## src/hw/rtl/ralu_pkg.sv

```systemverilog
package ralu_pkg;

	typedef enum logic [2:0] {
		OP_ADD = 3'd0,
		OP_SUB = 3'd1,
		OP_MUL = 3'd2,
		OP_DIV = 3'd3,
		OP_INV = 3'd4,
		OP_NEG = 3'd5,
		OP_RED = 3'd6,
		OP_NOP = 3'd7
	} op_t;

	localparam int FIELD_W = 32;

endpackage

```

## src/hw/rtl/rational_alu_with_reduce.sv

```systemverilog
// sequencing: inverse, negate, no-op and equal-denominator add/sub go straight to the output;
// cross-multiplied add/sub use three multiplies, multiply and divide use two;
// reduce runs the gcd steps and then two divides, each on the serial divider
// throughput: one request at a time; the next is taken once the result register is free
// reset: arst_n asynchronously clears the sequencer and the result valid
module rational_alu_with_reduce #(
	parameter int DATA_WIDTH = 32
) (
	input  logic        clk,
	input  logic        arst_n,
	input  logic        in_valid,
	output logic        in_stall,
	input  logic [2:0]  req_type,
	input  logic signed [31:0] a_num,
	input  logic signed [31:0] a_den,
	input  logic signed [31:0] b_num,
	input  logic signed [31:0] b_den,
	output logic        out_valid,
	input  logic        out_stall,
	output logic signed [31:0] res_num,
	output logic signed [31:0] res_den,
	output logic        gcd_zero
);
	localparam int W  = DATA_WIDTH;
	localparam int FW = ralu_pkg::FIELD_W;

	typedef enum logic [8:0] {
		ST_IDLE = 9'b000000001,
		ST_M1   = 9'b000000010,
		ST_M2   = 9'b000000100,
		ST_M3   = 9'b000001000,
		ST_GCD  = 9'b000010000,
		ST_Q1   = 9'b000100000,
		ST_Q2   = 9'b001000000,
		ST_OUT  = 9'b010000000,
		ST_WAIT = 9'b100000000
	} state_t;

	state_t state_q;
	ralu_pkg::op_t op_q;
	logic [W-1:0] an_q, ad_q, bn_q, bd_q, t1_q, t2_q, ga_q, gb_q;
	logic [W-1:0] rn_q, rd_q;
	logic         flag_q;
	logic         ovalid_q;

	logic         m_start, m_done, d_start, d_done;
	logic [W-1:0] mx, my, mp, dn, dd, dq, dr;

	function automatic logic [W-1:0] fin(input logic [FW-1:0] v);
		logic [63:0] e;
		e = {{(64 - FW){v[FW-1]}}, v};
		return e[W-1:0];
	endfunction

	function automatic logic [FW-1:0] fout(input logic [W-1:0] v);
		logic [63:0] e;
		e = {{(64 - W){v[W-1]}}, v};
		return e[FW-1:0];
	endfunction

	ralu_mul #(.W(W)) u_mul (
		.clk(clk), .arst_n(arst_n), .start(m_start), .x(mx), .y(my),
		.done(m_done), .p(mp)
	);

	ralu_div #(.W(W)) u_div (
		.clk(clk), .arst_n(arst_n), .start(d_start), .n(dn), .d(dd),
		.done(d_done), .quo(dq), .rem(dr)
	);

	logic accept;
	assign in_stall = (state_q != ST_IDLE) || ovalid_q;
	assign accept   = in_valid && !in_stall;

	logic go_q;

	// operand selection for the shared multiplier and divider
	always_comb begin
		mx = an_q;
		my = bd_q;
		unique case (state_q)
			ST_M2: begin
				if (op_q == ralu_pkg::OP_MUL) begin
					mx = ad_q; my = bd_q;
				end else if (op_q == ralu_pkg::OP_DIV) begin
					mx = ad_q; my = bn_q;
				end else begin
					mx = bn_q; my = ad_q;
				end
			end
			ST_M3: begin
				mx = ad_q; my = bd_q;
			end
			default: begin
				if (op_q == ralu_pkg::OP_MUL) begin
					mx = an_q; my = bn_q;
				end else begin
					mx = an_q; my = bd_q;
				end
			end
		endcase
	end

	always_comb begin
		dn = ga_q;
		dd = gb_q;
		unique case (state_q)
			ST_Q1:   begin dn = an_q; dd = ga_q; end
			ST_Q2:   begin dn = ad_q; dd = ga_q; end
			default: begin dn = ga_q; dd = gb_q; end
		endcase
	end

	assign m_start = go_q && (state_q == ST_M1 || state_q == ST_M2 || state_q == ST_M3);
	assign d_start = go_q && ((state_q == ST_GCD && gb_q != '0) ||
		state_q == ST_Q1 || state_q == ST_Q2);

	always_ff @(posedge clk or negedge arst_n) begin
		if (!arst_n) begin
			state_q  <= ST_IDLE;
			ovalid_q <= 1'b0;
			go_q     <= 1'b0;
		end else begin
			go_q <= 1'b0;
			if (ovalid_q && !out_stall) ovalid_q <= 1'b0;
			unique case (state_q)
				ST_IDLE: begin
					if (accept) begin
						unique case (ralu_pkg::op_t'(req_type))
							ralu_pkg::OP_ADD, ralu_pkg::OP_SUB: begin
								if (fin(a_den) == fin(b_den)) state_q <= ST_OUT;
								else begin
									state_q <= ST_M1; go_q <= 1'b1;
								end
							end
							ralu_pkg::OP_MUL, ralu_pkg::OP_DIV: begin
								state_q <= ST_M1; go_q <= 1'b1;
							end
							ralu_pkg::OP_RED: begin
								state_q <= ST_GCD; go_q <= 1'b1;
							end
							default: state_q <= ST_OUT;
						endcase
					end
				end
				ST_M1: if (m_done) begin
					state_q <= ST_M2; go_q <= 1'b1;
				end
				ST_M2: if (m_done) begin
					if (op_q == ralu_pkg::OP_ADD || op_q == ralu_pkg::OP_SUB) begin
						state_q <= ST_M3; go_q <= 1'b1;
					end else state_q <= ST_OUT;
				end
				ST_M3: if (m_done) state_q <= ST_OUT;
				ST_GCD: begin
					if (gb_q == '0 && !go_q) begin
						if (ga_q == '0) state_q <= ST_OUT;
						else begin
							state_q <= ST_Q1; go_q <= 1'b1;
						end
					end else if (d_done) go_q <= 1'b1;
				end
				ST_Q1: if (d_done) begin
					state_q <= ST_Q2; go_q <= 1'b1;
				end
				ST_Q2: if (d_done) state_q <= ST_OUT;
				ST_OUT: begin
					state_q <= ST_WAIT;
				end
				ST_WAIT: begin
					if (!ovalid_q || !out_stall) begin
						ovalid_q <= 1'b1;
						state_q  <= ST_IDLE;
					end
				end
				default: state_q <= ST_IDLE;
			endcase
		end
	end

	// gcd start guard: when b is already zero no divide is issued
	always_ff @(posedge clk) begin
		if (accept) begin
			op_q   <= ralu_pkg::op_t'(req_type);
			an_q   <= fin(a_num);
			ad_q   <= fin(a_den);
			bn_q   <= fin(b_num);
			bd_q   <= fin(b_den);
			ga_q   <= fin(a_num);
			gb_q   <= fin(a_den);
			rn_q   <= fin(a_num);
			rd_q   <= fin(a_den);
			flag_q <= 1'b0;
		end else begin
			unique case (state_q)
				ST_M1: if (m_done) t1_q <= mp;
				ST_M2: if (m_done) begin
					if (op_q == ralu_pkg::OP_MUL || op_q == ralu_pkg::OP_DIV) begin
						rn_q <= t1_q; rd_q <= mp;
					end else t2_q <= mp;
				end
				ST_M3: if (m_done) begin
					rd_q <= mp;
					rn_q <= (op_q == ralu_pkg::OP_ADD) ? t1_q + t2_q : t1_q - t2_q;
				end
				ST_GCD: begin
					if (d_done) begin
						ga_q <= gb_q; gb_q <= dr;
					end
					if (gb_q == '0 && ga_q == '0 && !go_q) flag_q <= 1'b1;
				end
				ST_Q1: if (d_done) rn_q <= dq;
				ST_Q2: if (d_done) rd_q <= dq;
				ST_OUT: begin
					unique case (op_q)
						ralu_pkg::OP_ADD: if (ad_q == bd_q) rn_q <= an_q + bn_q;
						ralu_pkg::OP_SUB: if (ad_q == bd_q) rn_q <= an_q - bn_q;
						ralu_pkg::OP_INV: begin rn_q <= ad_q; rd_q <= an_q; end
						ralu_pkg::OP_NEG: rn_q <= -an_q;
						default: ;
					endcase
				end
				default: ;
			endcase
		end
	end

	always_ff @(posedge clk) begin
		if (state_q == ST_WAIT && (!ovalid_q || !out_stall)) begin
			res_num  <= fout(rn_q);
			res_den  <= fout(rd_q);
			gcd_zero <= flag_q;
		end
	end

	assign out_valid = ovalid_q;
endmodule

```

## src/hw/rtl/ralu_mul.sv

```systemverilog
// bit-serial shift-add multiplier, product wraps at the data width
module ralu_mul #(
	parameter int W = 32
) (
	input  logic         clk,
	input  logic         arst_n,
	input  logic         start,
	input  logic [W-1:0] x,
	input  logic [W-1:0] y,
	output logic         done,
	output logic [W-1:0] p
);
	localparam int CW = $clog2(W + 1);

	logic [W-1:0]  mcand_q;
	logic [W-1:0]  mplier_q;
	logic [W-1:0]  acc_q;
	logic [CW-1:0] cnt_q;
	logic          busy_q;

	always_ff @(posedge clk or negedge arst_n) begin
		if (!arst_n) begin
			busy_q <= 1'b0;
			cnt_q  <= '0;
			done   <= 1'b0;
		end else begin
			done <= 1'b0;
			if (start) begin
				busy_q <= 1'b1;
				cnt_q  <= CW'(W);
			end else if (busy_q) begin
				cnt_q <= cnt_q - 1'b1;
				if (cnt_q == CW'(1)) begin
					busy_q <= 1'b0;
					done   <= 1'b1;
				end
			end
		end
	end

	always_ff @(posedge clk) begin
		if (start) begin
			mcand_q  <= x;
			mplier_q <= y;
			acc_q    <= '0;
		end else if (busy_q) begin
			if (mplier_q[0]) acc_q <= acc_q + mcand_q;
			mcand_q  <= {mcand_q[W-2:0], 1'b0};
			mplier_q <= {1'b0, mplier_q[W-1:1]};
		end
	end

	assign p = acc_q;
endmodule

```

## src/hw/rtl/ralu_div.sv

```systemverilog
// restoring divider on magnitudes, one quotient bit per cycle, truncating signs
module ralu_div #(
	parameter int W = 32
) (
	input  logic         clk,
	input  logic         arst_n,
	input  logic         start,
	input  logic [W-1:0] n,
	input  logic [W-1:0] d,
	output logic         done,
	output logic [W-1:0] quo,
	output logic [W-1:0] rem
);
	localparam int CW = $clog2(W + 1);

	logic [W-1:0]  q_q;
	logic [W-1:0]  r_q;
	logic [W-1:0]  dm_q;
	logic          nneg_q;
	logic          qneg_q;
	logic [CW-1:0] cnt_q;
	logic          busy_q;
	logic [W:0]    trial;
	logic [W:0]    shifted;

	assign shifted = {r_q, q_q[W-1]};
	assign trial   = shifted - {1'b0, dm_q};

	always_ff @(posedge clk or negedge arst_n) begin
		if (!arst_n) begin
			busy_q <= 1'b0;
			cnt_q  <= '0;
			done   <= 1'b0;
		end else begin
			done <= 1'b0;
			if (start) begin
				busy_q <= 1'b1;
				cnt_q  <= CW'(W);
			end else if (busy_q) begin
				cnt_q <= cnt_q - 1'b1;
				if (cnt_q == CW'(1)) begin
					busy_q <= 1'b0;
					done   <= 1'b1;
				end
			end
		end
	end

	always_ff @(posedge clk) begin
		if (start) begin
			q_q    <= n[W-1] ? -n : n;
			dm_q   <= d[W-1] ? -d : d;
			r_q    <= '0;
			nneg_q <= n[W-1];
			qneg_q <= n[W-1] ^ d[W-1];
		end else if (busy_q) begin
			if (!trial[W]) begin
				r_q <= trial[W-1:0];
				q_q <= {q_q[W-2:0], 1'b1};
			end else begin
				r_q <= shifted[W-1:0];
				q_q <= {q_q[W-2:0], 1'b0};
			end
		end
	end

	assign quo = qneg_q ? -q_q : q_q;
	assign rem = nneg_q ? -r_q : r_q;
endmodule

```

## config.mk

```make
export PLATFORM = sky130hd
export DESIGN_NAME = rational_alu_with_reduce
export DESIGN_NICKNAME = d
export VERILOG_FILES = /design/src/hw/rtl/ralu_pkg.sv /design/src/hw/rtl/rational_alu_with_reduce.sv /design/src/hw/rtl/ralu_mul.sv /design/src/hw/rtl/ralu_div.sv
export SDC_FILE = /design/constraint.sdc
export NUM_CORES = 2
export LEC_CHECK = 0
export BUFFER_PORTS_ARGS = -buffer_cell sky130_fd_sc_hd__buf_2
export CAP_MARGIN = 20
export CELL_PAD_IN_SITES_DETAIL_PLACEMENT = 2
export CELL_PAD_IN_SITES_GLOBAL_PLACEMENT = 2
export CORE_MARGIN = 2
export CORE_UTILIZATION = 40
export DETAILED_ROUTE_END_ITERATION = 7
export PLACE_DENSITY = 0.91
export SYNTH_ARGS = -nofsm -noshare
export SYNTH_HDL_FRONTEND = slang
export SYNTH_SLANG_ARGS = --single-unit
export TNS_END_PERCENT = 10
```

## constraint.sdc

```tcl
create_clock -name clk -period 7.7 [get_ports clk]
set_input_delay 1.54 -clock clk [delete_from_list [all_inputs] [get_ports clk]]
set_output_delay 1.54 -clock clk [all_outputs]
set_load 0.01 [all_outputs]
```

Word-level counts from Yosys, hierarchy flattened
Cells that the tools add are included.
- word-level logic and storage cells: 218
- bits of input ports: 135
- flip-flop bits (word level): 610
- output and inout bits: 67
- reductions and logical operators: 44
- bitwise operators: 3
- $add $sub $neg: 13
- equality and inequality tests: 40
- multiplexer cells: 85
- operator list (cell ; count):
    $mux W32 ; 35
    $pmux W32 S4 ; 3
    $pmux W32 S2 ; 3
    $neg A32 Y32 ; 5
    $add A32 B32 Y32 ; 3
    $pmux W9 S9 ; 1
    $mux W9 ; 8
    $eq A32 B32 Y1 ; 2
    $logic_not A32 Y1 ; 2
    $sub A32 B32 Y32 ; 2
    $sub A33 B32 Y33 ; 1
    $reduce_bool A32 Y1 ; 1
    $mux W31 ; 1
    $pmux W9 S3 ; 1
    $mux W1 ; 24
    $mux W6 ; 4
    $mux W8 ; 3
    $ne A3 B2 Y1 const B ; 6
    $reduce_and A8 Y1 ; 2
    $ne A2 B1 Y1 const B ; 7
    $eq A3 B2 Y1 const B ; 4
    $eq A6 B1 Y1 const B ; 2
    $sub A6 B1 Y6 const B ; 2
    $reduce_bool A5 Y1 ; 2
    30 further kinds ; 61

Depth between registers and ports, before layout
- depth in word-level cells: 6
- mapped depth: 21
- mapped depth without buffers: 21

Modules after synthesis
From an unflattened synthesis, not the netlist that was laid out.
- cell total of the unflattened synthesis: 3875
- area total of the unflattened synthesis: 37776.2 µm²
- by module, submodules not included (module ; sequential area each (µm²) ; cells each ; area each (µm²) ; times used):
    rational_alu_with_reduce ; 11947.7 ; 2329 ; 23510.0 ; 1
    ralu_div ; 2822.7 ; 989 ; 8356.8 ; 1
    ralu_mul ; 2762.6 ; 557 ; 5909.4 ; 1

Worst setup path after synthesis
OpenSTA, ideal clock, no wires.
- path kind: register to register
- start point: register state_q[5]
- end point: register ad_q[0], enable pin
- period minus slack after synthesis: 6409 ps
- data arrival time: 5863 ps
- data required time: 7154 ps
- stages on the path, launching flop included: 10
- setup time: 546 ps
- path buffers: 3
- path slack: 1291 ps
- cells stage by stage: dfrtp_1 -> clkbuf_1 -> nor3_1 -> nand2b_1 -> or3_1 -> nor3b_1 -> nand3_1 -> inv_1 -> clkbuf_1 -> buf_1
- longest elaborated chain between the ends: 4
- ends and longest elaborated chain (item ; RTL line ; RTL):
    from (decl) ; rational_alu_with_reduce.sv:39 ; state_t state_q;
    from (signal assigned) ; rational_alu_with_reduce.sv:120 ; state_q <= ST_IDLE;
    from (signal assigned) ; rational_alu_with_reduce.sv:131 ; if (fin(a_den) == fin(b_den)) state_q <= ST_OUT;
    from (signal assigned) ; rational_alu_with_reduce.sv:133 ; state_q <= ST_M1; go_q <= 1'b1;
    $ne A9 B1 Y1 ; rational_alu_with_reduce.sv:72 ; assign in_stall = (state_q != ST_IDLE) || ovalid_q;
    $logic_or A1 B1 Y1 ; rational_alu_with_reduce.sv:72 ;
    $logic_not A1 Y1 ; rational_alu_with_reduce.sv:73 ; assign accept = in_valid && !in_stall;
    $logic_and A1 B1 Y1 ; rational_alu_with_reduce.sv:73 ;
    net accept ; rational_alu_with_reduce.sv:71 ; logic accept;
    to (signal assigned) ; rational_alu_with_reduce.sv:186 ; ad_q <= fin(a_den);
    to (decl) ; rational_alu_with_reduce.sv:41 ; logic [W-1:0] an_q, ad_q, bn_q, bd_q, t1_q, t2_q, ga_q, gb_q;
The timed path passes the listed nets, and every way through them passes these cells.
A chain may end at the register's enable or synchronous reset.

Worst setup path after layout
- start point: register op_q[2]
- end point: register rn_q[24] (data pin)
- longest elaborated chain between the ends: 5
- elaborated cells between the ends (all ways): 9
- classes of those cells: eq/ne (3); mux (5); reduce/logical (1)
- ends and longest elaborated chain (item ; RTL line ; RTL):
    from (decl) ; rational_alu_with_reduce.sv:40 ; ralu_pkg::op_t op_q;
    from (signal assigned) ; rational_alu_with_reduce.sv:184 ; op_q <= ralu_pkg::op_t'(req_type);
    branches (longest 3 deep; another with $pmux W32 S4) ; - ;
    $pmux W32 S4 (*) ; rational_alu_with_reduce.sv:195 ; unique case (state_q)
    $mux W32 (*) ; rational_alu_with_reduce.sv:183 ; if (accept) begin
    to (signal assigned) ; rational_alu_with_reduce.sv:191 ; rn_q <= fin(a_num);
    to (signal assigned) ; rational_alu_with_reduce.sv:199 ; rn_q <= t1_q; rd_q <= mp;
    to (signal assigned) ; rational_alu_with_reduce.sv:204 ; rn_q <= (op_q == ralu_pkg::OP_ADD) ? t1_q + t2_q : t1_q - t2_q;
    to (decl) ; rational_alu_with_reduce.sv:42 ; logic [W-1:0] rn_q, rd_q;
Every way passes the cells marked *. The select of a mux whose other input is x is not followed.

==> impl_metrics.yaml <==
sta:
  max_freq_mhz: 175
  slew_viol_final: 0
  finalHoldViolCount: 0
  clock_skew_ns: 0.0518
  rsz0062_at_grt: "false"
  fin_crit_ns: 5.71
  hold_ws_ns: 0.420
  max_slew_margin_pct: 5.01
  fin_setup_tns_ns: 0
  setup_violations: 0
  worstMarginPinSlew_ns: 1.42
  timing.final.crit_share_pct: 74.2
critical_path:
  startpoint_type: "register"
  cpMaxStageDelayCell: "nand2_1"
  path_buf_inv: 2
  crit_family: "compound AO/OA/AOI/OAI gates"
  crit_start: "op_q[2]"
  crit_type: "register to register"
  arrival_ns: 6.07
  worstReg2RegStart: "op_q[2]"
  path_max_fanout: 27
  max_stage_delay_ns: 0.74
  crit_chain: "nor2_1 > nand2_1 > nand2_1 > o21ai_0 > inv_1 > fa_1 > nor2b_1 > o31a_1 > o32ai_1 > o21ai_1 > buf_4 > a2111o_1 > a211o_1 > a41oi_1 > xnor2_1 > a21oi_1 > o21ai_0"
  cp-end-kind: "register"
  crit_required_ns: 8.06
grt:
  grt_usage_pct: 39.2
  busiest_layer: "met2"
  use_met2_pct: 60.8
  antenna_found_initial: 22
  grt.overflow.total: 0
  use_met1_pct: 45.8
  grt_pass1_wl_um: 280000
  met3_usage_pct: 11.8
  grt_max_degree: 135
  first_global_vias: 38700
die:
  die_area_mm2: 0.0976
  io_pins: 202
  fp.dieW_um: 312
  core_mm2: 0.0946
  initial_core_util_pct: 40.2
  die_height_um: 312
  rows: 113
clocking:
  cts_resized: 0
  cts_sinks: 610
  clock_latency_ns: 0.69
  numCtsBuffers: 76
  clkTransAtPathRegs_ns: 0.07
  clock-root-buffer: "clkbuf_16"
  cts_setup_buffers: 0
  cts-htree-levels: 3
  cts_tree: "done"
  holdBufCountCts: 0
  clock_path_buffers: 3
synth:
  ys_types: 93
  synthTopCellsByCount: "518 x edfxtp_1, 407 x nand2_1, 325 x nor2_1, 282 x a21oi_1, 242 x o21ai_0"
  synth_top_area_share_pct: 40.9
  syn-num-nets: 4162
  synth_area_leader_cell: "edfxtp_1"
  seq_area_frac_synth_pct: 46.1
  synth_area_mm2: 0.0380
  ys_async_sr_fraction_pct: 4.43
  synth-edff-count: 518
  ys.flop_type: "edfxtp_1"
  synth_most_common_cell: "edfxtp_1"
  synthTopCellsByArea: "edfxtp_1 41%, xnor2_1 4.5%, ha_1 4.5%, xor2_1 4.2%, nand2_1 4.0%"
  syn_avg_cell_area_um2: 9.78
  synth_warnings: 0
  syn_inst: 3887
  ys_ff_latch: 610
routing:
  firstDrtPassIters: 8
  wl_per_cell_um: 36.4
  vias: 36700
  via_per_inst: 6.84
  drc: 29
  drt_iter0_markers: 4932
  drt-total-wl_um: 195000
  detail-route-antenna-nets: 0
placement:
  numPortBuffers: 201
  dp_hpwl_um: 137000
  gp_congestion: 0.988
min_path:
  worstHoldStart: "rn_q[13]"
  hp-class: "register to register"
cells_and_area:
  drive_gt1_share_pct: 11.3
  nets: 4300
  area_growth_pct: 13.6
job:
  cap_viol_max_count: 0
power:
  power_leakage_nw: 16.2
  irDropWorstVdd_v: 0.000282
  power.density_mw_per_mm2: 418
outcome:
  violations: "DRC"
  status: "complete, but fails checks"
## cell families (layout without fill, tap and decap cells)
kind of cell	count (synthesis)	in the layout	share of synthesized area [%]
buffers and inverters	332	534	3.38
adder cells (fa/ha/maj)	140	140	4.68
multiplexers	97	97	2.57
other	0	10	0
AND/OR/NAND/NOR	1205	1205	15.1
XOR/XNOR	380	380	8.75
flip-flops	610	610	46.1
AO/OA/AOI/OAI	1123	1123	19.4
## flip-flops by register name, summed over array words and instances (netlist names), 9 cells and up
| signal | count |
|---|---|
| ad_q | 32 |
| an_q | 32 |
| bd_q | 32 |
| bn_q | 32 |
| ga_q | 32 |
| gb_q | 32 |
| rd_q | 32 |
| res_den | 32 |
| res_num | 32 |
| rn_q | 32 |
| t1_q | 32 |
| t2_q | 32 |
| u_div.dm_q | 32 |
| u_div.q_q | 32 |
| u_div.r_q | 32 |
| u_mul.mcand_q | 32 |
| u_mul.mplier_q | 32 |
| u_mul.p | 32 |
| state_q | 9 |
## routing by layer
metal / wire (um) / vias up
met5: 97 / -
met4: 17700 / 16
met3: 21400 / 901
met2: 86100 / 2535
met1: 69900 / 18400
li1: - / 14800
## layout by cell type (no fill, tap or decap), types with 25 or more instances in the layout
cell type  Yosys  layout
o31ai_1       33      33
dfxtp_1       65      65
a31oi_1       61      61
xor2_1       184     184
nor2_1       325     322
nor3_1        93      91
a311oi_1      27      26
edfxtp_1     518     518
a21oi_1      282     281
nand2b_1      74      73
a211oi_1      37      37
buf_4          0      72
inv_1        114     112
a21o_1        72      72
o311a_1       25      25
nor2b_1       33      32
mux2i_1       93      93
clkbuf_16      0      77
o22ai_1       35      35
nand4_1       29      29
a221oi_1      43      43
o21ai_0      242     241
nand2_1      407     406
buf_2         18     203
a22oi_1       37      37
nor4_1        37      37
ha_1         136     136
xnor2_1      196     195
or3_1         32      32
nand3_1       46      45
a222oi_1      32      32
## final timing paths
check	to	slack, ns	depth (start not counted)
setup / recovery	rn_q[24]	1.99	17
max in group asynchronous	state_q[6]	6.12	1
setup reg to reg	rn_q[24]	1.99	17
hold reg to reg	res_num[13]	0.42	0
hold / removal	res_num[13]	0.42	0
min in group asynchronous	u_mul.cnt_q[0]	0.94	1
## worst reg2reg max path: cells and delay by family (launching register included)
family	cells	cell delay, ns
DFF	1	0.57
AOI/OAI and AO/OA	9	2.55
adders and majority gates	1	0.26
xor gates and xnor gates	1	0.11
and+or+nand+nor	4	1.52
buffers and inverters	2	0.36
## cell type report
| type | instances | area (um2) |
|---|---|---|
| clock buffers | 97 | 2050 |
| inverters | 115 | 439 |
| multi-input cells | 2945 | 19300 |
| repair buffers | 277 | 1580 |
| well taps | 1265 | 1580 |
| fillers | 9866 | 51400 |
| diodes | 10 | 25.0 |
| flip-flops and latches | 610 | 17500 |
| clock inverters | 45 | 636 |
## per-stage QoR
| stage | total power, mW | util, % | instance area [um2] | std cells | setup slack, ns |
|---|---|---|---|---|---|
| after floorplan | 10.4 | - | 38000 | 3887 | 1.29 |
| after global placement | 12.9 | 42.8 | 40500 | 5209 | 2.31 |
| after detailed placement | 13.5 | 42.8 | 40500 | 5210 | 2.18 |
| after CTS | 17.8 | 45.6 | 43200 | 5352 | 2.15 |
| after global routing | 18.6 | 45.7 | 43200 | 5357 | 1.81 |
| final | 18.1 | 45.7 | 43200 | 5364 | 1.99 |
## power by group
| part | internal, mW | total [mW] | switching (mW) | leakage, nW |
|---|---|---|---|---|
| clock network | 2.34 | 4.02 | 1.67 | 1.29 |
| registers | 4.84 | 6.27 | 1.43 | 5.66 |
| logic | 2.58 | 7.79 | 5.21 | 9.28 |
Power figures use the tool's default switching activity.
